### src/ptdt_pkg.sv
// shared types for the periodic task dispatch table
package ptdt_pkg;

  localparam int unsigned CountW = 16;
  localparam int unsigned MaskW  = 8;

  typedef enum logic [0:0] {
    FUNC_TICK   = 1'b0,
    FUNC_CREATE = 1'b1
  } func_e;

  // one task slot as it travels round the ring
  typedef struct packed {
    logic              ready;
    logic [CountW-1:0] period;
    logic [CountW-1:0] count;
  } slot_rec_t;

  // per-cell control from the sequencer
  typedef struct packed {
    logic      shift;
    logic      load;
    slot_rec_t load_rec;
  } cell_ctl_t;

endpackage

### src/ptdt_cell.sv
// one slot cell of the dispatch ring: holds a record, optionally updates it as it passes
module ptdt_cell import ptdt_pkg::*; #(
  parameter bit Process = 1'b0
) (
  input  logic      clk_i,
  input  logic      rst_ni,
  input  cell_ctl_t ctl_i,
  input  slot_rec_t rec_i,
  output slot_rec_t rec_o,
  output logic      fire_o
);

  slot_rec_t rec_q, rec_d, upd;
  logic      due;

  // due: ready slot with an expired countdown
  assign due = rec_i.ready && (rec_i.count == '0);

  always_comb begin
    upd = rec_i;
    if (Process && rec_i.ready) begin
      if (due) upd.count = rec_i.period;
      else     upd.count = rec_i.count - CountW'(1);
    end
  end

  always_comb begin
    rec_d = rec_q;
    if (ctl_i.load)       rec_d = ctl_i.load_rec;
    else if (ctl_i.shift) rec_d = upd;
  end

  always_ff @(posedge clk_i or negedge rst_ni) begin
    if (!rst_ni) begin
      rec_q <= '0;
    end else begin
      rec_q <= rec_d;
    end
  end

  assign rec_o  = rec_q;
  assign fire_o = Process && due;

endmodule

### src/periodic_task_dispatch_table_core.sv
// top level of the periodic task dispatch table: slot ring and tick sequencer
//
//  channel   direction  handshake                 payload
//  -------   ---------  ------------------------  ------------------------------------------
//  command   in         start high, busy low      func_i slot_i period_i first_delay_i
//                                                 has_callback_i
//  result    out        result_valid_o, 1 cycle   fire_mask_o tick_count_o
//
// a create beat is taken at once and writes its cell directly; busy stays low.
// a tick beat rotates the ring of NUM_SLOTS cells once, one slot through the update
// cell per cycle, with busy high for the whole walk; the result strobe follows in
// the next cycle, in which a new beat may already be taken.
// reset clears every cell, the tick counter and the sequencer.
// the receiver cannot stall: each result shows for exactly one cycle.
module periodic_task_dispatch_table_core import ptdt_pkg::*; #(
  parameter int unsigned NUM_SLOTS = 8
) (
  input  logic              clk_i,
  input  logic              rst_ni,
  input  logic              start,
  output logic              busy,
  input  logic              func_i,
  input  logic [2:0]        slot_i,
  input  logic [CountW-1:0] period_i,
  input  logic [CountW-1:0] first_delay_i,
  input  logic              has_callback_i,
  output logic              result_valid_o,
  output logic [MaskW-1:0]  fire_mask_o,
  output logic [CountW-1:0] tick_count_o
);

  localparam int unsigned StepW = (NUM_SLOTS > 1) ? $clog2(NUM_SLOTS) : 1;
  localparam int unsigned ExtW  = (NUM_SLOTS > MaskW) ? NUM_SLOTS : MaskW;

  typedef enum logic [1:0] {
    ST_IDLE = 2'b01,
    ST_WALK = 2'b10
  } state_e;

  state_e             state_q, state_d;
  logic [StepW-1:0]   step_q, step_d;
  logic [NUM_SLOTS-1:0] mask_q, mask_d;
  logic [CountW-1:0]  ticks_q, ticks_d;
  logic               valid_q, valid_d;
  logic [MaskW-1:0]   res_mask_q, res_mask_d;
  logic [CountW-1:0]  res_tick_q, res_tick_d;

  logic      accept, create, tick, last_step, fire;
  slot_rec_t new_rec;
  slot_rec_t ring [NUM_SLOTS];
  logic      fires [NUM_SLOTS];
  logic [ExtW-1:0] mask_ext;

  assign busy      = (state_q == ST_WALK);
  assign accept    = start && !busy;
  assign create    = accept && (func_i == FUNC_CREATE);
  assign tick      = accept && (func_i == FUNC_TICK);
  assign last_step = (step_q == StepW'(NUM_SLOTS - 1));

  assign new_rec.ready  = has_callback_i;
  assign new_rec.period = period_i;
  assign new_rec.count  = first_delay_i;

  // ring of cells: cell i takes cell i-1, cell 0 takes the last one through the update
  for (genvar i = 0; i < NUM_SLOTS; i++) begin : g_cell
    cell_ctl_t ctl;
    assign ctl.shift    = busy;
    // only slots reachable by the 3-bit slot field can ever be written
    assign ctl.load     = create && (32'(slot_i) == i);
    assign ctl.load_rec = new_rec;

    ptdt_cell #(
      .Process(i == 0)
    ) u_cell (
      .clk_i (clk_i),
      .rst_ni(rst_ni),
      .ctl_i (ctl),
      .rec_i (ring[(i + NUM_SLOTS - 1) % NUM_SLOTS]),
      .rec_o (ring[i]),
      .fire_o(fires[i])
    );
  end

  assign fire = fires[0];

  // at step k the update cell sees slot NUM_SLOTS-1-k, so shifting in at the bottom
  // leaves each slot's bit in its own place after the last step
  always_comb begin
    mask_d[0] = fire;
    for (int unsigned j = 1; j < NUM_SLOTS; j++) begin
      mask_d[j] = mask_q[j-1];
    end
  end

  assign mask_ext = ExtW'(mask_d);

  always_comb begin
    state_d    = state_q;
    step_d     = step_q;
    ticks_d    = ticks_q;
    valid_d    = 1'b0;
    res_mask_d = res_mask_q;
    res_tick_d = res_tick_q;
    case (state_q)
      ST_IDLE: begin
        if (tick) begin
          state_d = ST_WALK;
          step_d  = '0;
        end
      end
      ST_WALK: begin
        step_d = step_q + StepW'(1);
        if (last_step) begin
          state_d    = ST_IDLE;
          valid_d    = 1'b1;
          res_mask_d = mask_ext[MaskW-1:0];
          res_tick_d = ticks_q;
          ticks_d    = ticks_q + CountW'(1);
        end
      end
      default: begin
        state_d = ST_IDLE;
      end
    endcase
  end

  always_ff @(posedge clk_i or negedge rst_ni) begin
    if (!rst_ni) begin
      state_q <= ST_IDLE;
      step_q  <= '0;
      ticks_q <= '0;
      valid_q <= 1'b0;
    end else begin
      state_q <= state_d;
      step_q  <= step_d;
      ticks_q <= ticks_d;
      valid_q <= valid_d;
    end
  end

  // payload registers, no reset needed
  always_ff @(posedge clk_i) begin
    if (busy) mask_q <= mask_d;
    res_mask_q <= res_mask_d;
    res_tick_q <= res_tick_d;
  end

  assign result_valid_o = valid_q;
  assign fire_mask_o    = res_mask_q;
  assign tick_count_o   = res_tick_q;

endmodule

### config.mk
export PLATFORM = sky130hd
export DESIGN_NAME = periodic_task_dispatch_table_core
export DESIGN_NICKNAME = d
export VERILOG_FILES = /design/src/ptdt_pkg.sv /design/src/ptdt_cell.sv /design/src/periodic_task_dispatch_table_core.sv
export SDC_FILE = /design/constraint.sdc
export NUM_CORES = 1
export LEC_CHECK = 0
export ABC_CLOCK_PERIOD_IN_PS = 2700
export BUFFER_PORTS_ARGS = -buffer_cell sky130_fd_sc_hd__buf_4
export CORE_MARGIN = 2
export CORE_UTILIZATION = 50
export CTS_BUF_LIST = sky130_fd_sc_hd__clkbuf_4 sky130_fd_sc_hd__clkbuf_8 sky130_fd_sc_hd__clkbuf_16
export DETAILED_ROUTE_END_ITERATION = 6
export PLACE_DENSITY = 0.67
export SLEW_MARGIN = 0
export SYNTH_ARGS = -nofsm -noshare
export SYNTH_HDL_FRONTEND = slang
export SYNTH_SLANG_ARGS = --single-unit
### constraint.sdc
create_clock -name clk_i -period 2.7 [get_ports clk_i]
set_input_delay 0.27 -clock clk_i [delete_from_list [all_inputs] [get_ports clk_i]]
set_output_delay 0.27 -clock clk_i [all_outputs]
set_load 0.01 [all_outputs]
After elaboration in Yosys (flattened, before gate mapping)

Index checks and enable logic that the tools add are counted.

Add/subtract/negate cells: 3
Eq/ne operators: 12
Mux-type cells: 25
Bitwise logic cells: 1
Reduce and logical (&&, ||, !) cells: 27

Operators by type and width:

| cell                  | count |
|---|---|
| $mux 33               | 16 |
| $mux 16               | 2 |
| $reduce_bool 2->1     | 9 |
| $add 16x1->16 const B | 1 |
| $logic_not 16->1      | 1 |
| $sub 16x1->16 const B | 1 |
| $eq 3x3->1 const B    | 5 |
| $logic_and 1x1->1     | 12 |
| $eq 3x2->1 const B    | 2 |
| $pmux 3 s2            | 1 |
| $reduce_and 2->1      | 3 |
| $mux 2                | 2 |
| $pmux 2 s2            | 1 |
| $add 3x1->3 const B   | 1 |
| $eq 3x1->1 const B    | 1 |
| $logic_not 3->1       | 1 |
| $mux 3                | 1 |
| $eq 2x1->1 const B    | 1 |
| $eq 2x2->1 const B    | 1 |
| $mux 1                | 2 |
| $ne 2x1->1 const B    | 1 |
| $ne 2x2->1 const B    | 1 |
| $logic_not 1->1       | 1 |
| $not 1->1             | 1 |

Bits in registers: 317
Output and inout port bits: 26
Logic and storage cells: 99

Logic depth before layout (Yosys ltp)

Depth after elaboration: 6
Depth in mapped cells: 9
Depth with buffers taken out: 8

By module

A second synthesis with hierarchy kept.

Cell total of the unflattened synthesis: 1386
Area total of the unflattened synthesis: 15064.4 µm²

Modules (own cells, without submodules):

| module                            | instances | cells an instance | area an instance (µm²) | sequential area each (µm²) |
|---|---|---|---|---|
| ptdt_cell at g_cell[1].u_cell ... | 7         | 145               | 1562.7                 | 825.8 |
| ptdt_cell at g_cell[0].u_cell     | 1         | 242               | 2123.3                 | 825.8 |
| periodic_task_dispatch_table_core | 1         | 129               | 2001.9                 | 1482.7 |

Worst setup path before layout

No wires, ideal clock.

Kind: register -> register
Start: register state_q[0]
End: register g_cell[0].u_cell.rec_q (netlist bit g_cell[0].u_cell.rec_o[4])
Setup time: 147 ps
Arrival: 1839 ps
Required time: 2553 ps
Path slack: 714 ps
Cell stages (with the launch flop): 10
Cell sequence: dfstp_2 > nand2b_1 > buf_4 > inv_4 > buf_6 > nor4_4 > nor2_1 > buf_2 > a222oi_1 > o221ai_1

Cells in the longest elaborated chain, start to end: 6
Elaborated cells between the ends (all ways): 7
Classes of those cells: eq/ne (1); mux (1); reduce/logical (5)

RTL lines:

| item                                         | line                                     | source |
|---|---|---|
| start, declared                              | periodic_task_dispatch_table_core.sv:40  | `state_e state_q, state_d;` |
| start signal, assigned                       | periodic_task_dispatch_table_core.sv:134 | `state_q <= state_d;` |
| $eq 2x2->1 *                                 | periodic_task_dispatch_table_core.sv:54  | `assign busy = (state_q == ST_WALK);` |
| $logic_not 1->1                              | periodic_task_dispatch_table_core.sv:55  | `assign accept = start && !busy;` |
| $logic_and 1x1->1                            | periodic_task_dispatch_table_core.sv:55  |  |
| $logic_and 1x1->1                            | periodic_task_dispatch_table_core.sv:56  | `assign create = accept && (func_i == FUNC_CREATE);` |
| $logic_and 1x1->1                            | periodic_task_dispatch_table_core.sv:69  | `assign ctl.load = create && (32'(slot_i) == i);` |
| $mux 33 or $reduce_bool 2->1 (tied branches) | n/a                                      |  |
| end signal, assigned                         | ptdt_cell.sv:37                          | `rec_q <= rec_d;` |
| end, declared                                | ptdt_cell.sv:13                          | `slot_rec_t rec_q, rec_d, upd;` |

Mark *: on every way between the ends. The rest lies on a longest branch, timed or not.
A chain may end at the register's enable or synchronous reset.

Worst setup path in the final report

Start: register state_q[1]
End: output port busy

Cells in the longest elaborated chain, start to end: 1

RTL lines:

| item          | line                                    | source |
|---|---|---|
| $eq 2x2->1    | periodic_task_dispatch_table_core.sv:54 |  |
| end, declared | periodic_task_dispatch_table_core.sv:21 | `output logic busy,` |

Every way passes these cells.

==> flow_summary.ini <==
[critical_path]
regToRegStartpoint = state_q[0]$_DFFE_PN1P_
critPathBufInv = 3
cp_top_family = buffers and inverters
crit_top_cell = buf_4
crit_path_max_incr_delay_ns = 0.65
path_cells = nand2b_1, inv_8, buf_4, buf_4
worstPathArrival_ns = 2.30
critPathKind = flop to output pin
start_kind = flop
cp-end-kind = output pin
worstSetupEndpoint = busy
path_depth = 4
r2r_cells = 6
worstPathRequired_ns = 2.43
rr_endpoint = g_cell[0].u_cell.rec_o[15]$_DFFE_PN0P_
r2r_setup_slack_ns = 0.25
crit_path_start = state_q[1]$_DFFE_PN0P_
crit_slowest_cell = buf_4
crit_fanout = 71

[yosys]
synthSimpleGateAreaFrac_pct = 18.6
muxShareOfSynthArea_pct = 0.300
synthAdderAreaFrac_pct = 0.455
synth_warnings = 0
syn_area_mm2 = 0.0138
synth_top_family_by_area = simple AND/OR/NAND/NOR gates
synthArstFlopShare_pct = 90.2
ys_types = 60
synth_ff_type = dfrtp_1
ys_seq_elements = 317
synth_cells = 1410
synthXorXnorAreaFrac_pct = 0.955
synth_area_leaders = dfrtp_1 52%, nand2_1 14%, a22oi_1 14%, edfxtp_1 6.8%, clkbuf_1 2.3%
synth_edf_count = 31
synth_top_area_share_pct = 51.8
ys_seq_area_share_pct = 58.8
synth.net_count = 1455
synth_compound_area_share_pct = 16.9
yosysTopAreaCell = dfrtp_1
avgSynthCellArea_um2 = 9.76

[clock_network]
clk-insertion-delay-late_ns = 0.51
clkTransAtPathRegs_ns = 0.06
cts_hold_buf = 1
cts_tree = done
cts-resized-gates = 0
numCtsBuffers = 34
postCtsSetupRepairBufs = 0
clk_path_buf_depth = 3
cts-root-buf = clkbuf_16
clock-sinks = 317
htreeDepth = 2

[route]
drtPass1Iterations = 5
vias = 10520
drc = 0
wl_per_cell_um = 19.1
ant_nets = 0
drt-initial-drc-count = 1129
routed_wl_um = 34000
avgViaCountPerCell = 5.90

[sta]
finalWorstPathRequiredPeriod_ns = 2.57
hold_viol = 0
rsz0062_at_grt = no
finalSetupViolCount = 0
report.final.slew_viol_count = 0
worstMarginPinSlew_ns = 1.03
finalClockSkew_ns = 0.0123
fin_crit_sh_pct = 95.1
relSlewSlack_pct = 30.9
fin_ws_ns = 0.132
fmax_mhz = 389
hold-worst-slack_ns = 0.0500
totalNegativeSetupSlack_ns = 0

[final_layout]
syn2layout_area_growth_pct = 13.9
diodes = 0
final_cell_mix = 530 x nand2_1, 285 x dfrtp_1, 249 x a22oi_1, 90 x buf_4, 37 x clkbuf_16
drive_gt1_share_pct = 12.6
final_nets = 1461
fillers = 2267
final_common_cell = nand2_1
fin_cells = 1783

[placed_design]
dp_slack_ns = 0.269
io_buffer_count = 65
numPlacedInstances = 1720
gp_congestion = 0.908
dpl.hpwl_um = 20500

[job]
drv_cap = 0

[global_routing]
grt-ovfl-total = 0
grtUsageTotal_pct = 24.3
grt_antenna_before_repair = 0
grt_pass1_wl_um = 56200
grt_max_degree = 87
grt_pass1_vias = 10409

[floorplanning]
start_util_pct = 51.1
ios = 66
dieArea_mm2 = 0.0289
core_area_mm2 = 0.0270
die_y_um = 170
fp-row-count = 60
die_w_um = 170

[worst_hold_path]
min-delay-path-class = input pin to flop

[status]
status = completed

[power_and_ir_drop]
peakVddDrop_v = 0.000492
p_per_area_mw_per_mm2 = 936
p_leak_nw = 7.70
## final cells by class
type	instances	area (um^2)	share of cell area [%]
sequential	317	8090	51.6
tap	341	427	2.72
inverter	10	45.0	0.287
clock buffer	52	1080	6.91
timing repair buffer	95	761	4.86
multi-input combinational	958	5210	33.3
clock inverter	10	52.6	0.335
## sequential cells by signal, indices dropped and copies added, names as in the netlist
name / count
ticks_q: 16
step_q: 3
fire_mask_o: 8
result_valid_o: 1
g_cell.u_cell.rec_o: 264
state_q: 2
tick_count_o: 16
mask_q: 7
## worst reg2reg max path: cells and delay by family, from the launching register on
family | cells | cell delay, ns
buffers and inverters | 1 | 0.14
AND/OR/NAND/NOR | 3 | 1.42
AO/OA/AOI/OAI | 2 | 0.19
flip-flops | 1 | 0.54
## power by group
part,internal (mW),switching (mW),total (mW)
Sequential,6.43,1.12,7.55
Clock,2.77,1.88,4.66
Combinational,0.994,1.46,2.45
Total,10.2,4.47,14.7
## cells in the mapped netlist (5+ instances only)
| cell type | count |
|---|---|
| nor4_2 | 8 |
| dfrtp_1 | 285 |
| a21oi_1 | 15 |
| nand3_1 | 16 |
| xnor2_1 | 12 |
| nor2_1 | 24 |
| inv_1 | 8 |
| edfxtp_1 | 31 |
| o21ai_0 | 11 |
| buf_2 | 12 |
| buf_1 | 21 |
| clkbuf_1 | 86 |
| nand2_1 | 530 |
| nor3_1 | 6 |
| o31ai_1 | 7 |
| a22oi_1 | 249 |
| and3_1 | 6 |
| ha_1 | 5 |
## kinds of logic (layout without fill, tap and decap cells)
family,Yosys count,count (layout)
muxes,4,4
and+or+nand+nor,618,618
buffers and inverters,135,167
DFF,317,317
AOI/OAI and AO/OA,316,316
xor gates and xnor gates,15,15
adders and majority gates,5,5
## metal layers
layer	vias to the layer above	wire (um)	global-route usage, %
li1	4925	-	-
met5	-	0	0
met3	59	1800	3.40
met4	0	857	6.84
met1	5232	15800	35.5
met2	304	15600	38.5
## worst min-delay path by stage
stage | cells after the start | slack (ns) | endpoint | start
floorplan | 0 | -0.03 | g_cell[0].u_cell.rec_o[0]$_DFFE_PN0P_ | rst_ni
global placement | 1 | 0.26 | result_valid_o$_DFF_PN0_ | rst_ni
detailed placement | 1 | 0.26 | result_valid_o$_DFF_PN0_ | rst_ni
CTS | 3 | 0.04 | g_cell[1].u_cell.rec_o[19]$_DFFE_PN0P_ | period_i[3]
global route | 3 | 0.06 | g_cell[4].u_cell.rec_o[24]$_DFFE_PN0P_ | period_i[8]
finish | 3 | 0.05 | g_cell[1].u_cell.rec_o[19]$_DFFE_PN0P_ | period_i[3]
## metrics by stage
stage	instance area, um^2	util (%)	total power [mW]
finish	15700	58.1	14.7
global route	15700	58.1	15.6
CTS	15700	58.1	14.7
detailed placement	14500	53.9	10.0
global placement	14500	53.9	9.92
floorplan	13800	-	9.14
(Power assumes the default switching activity.)
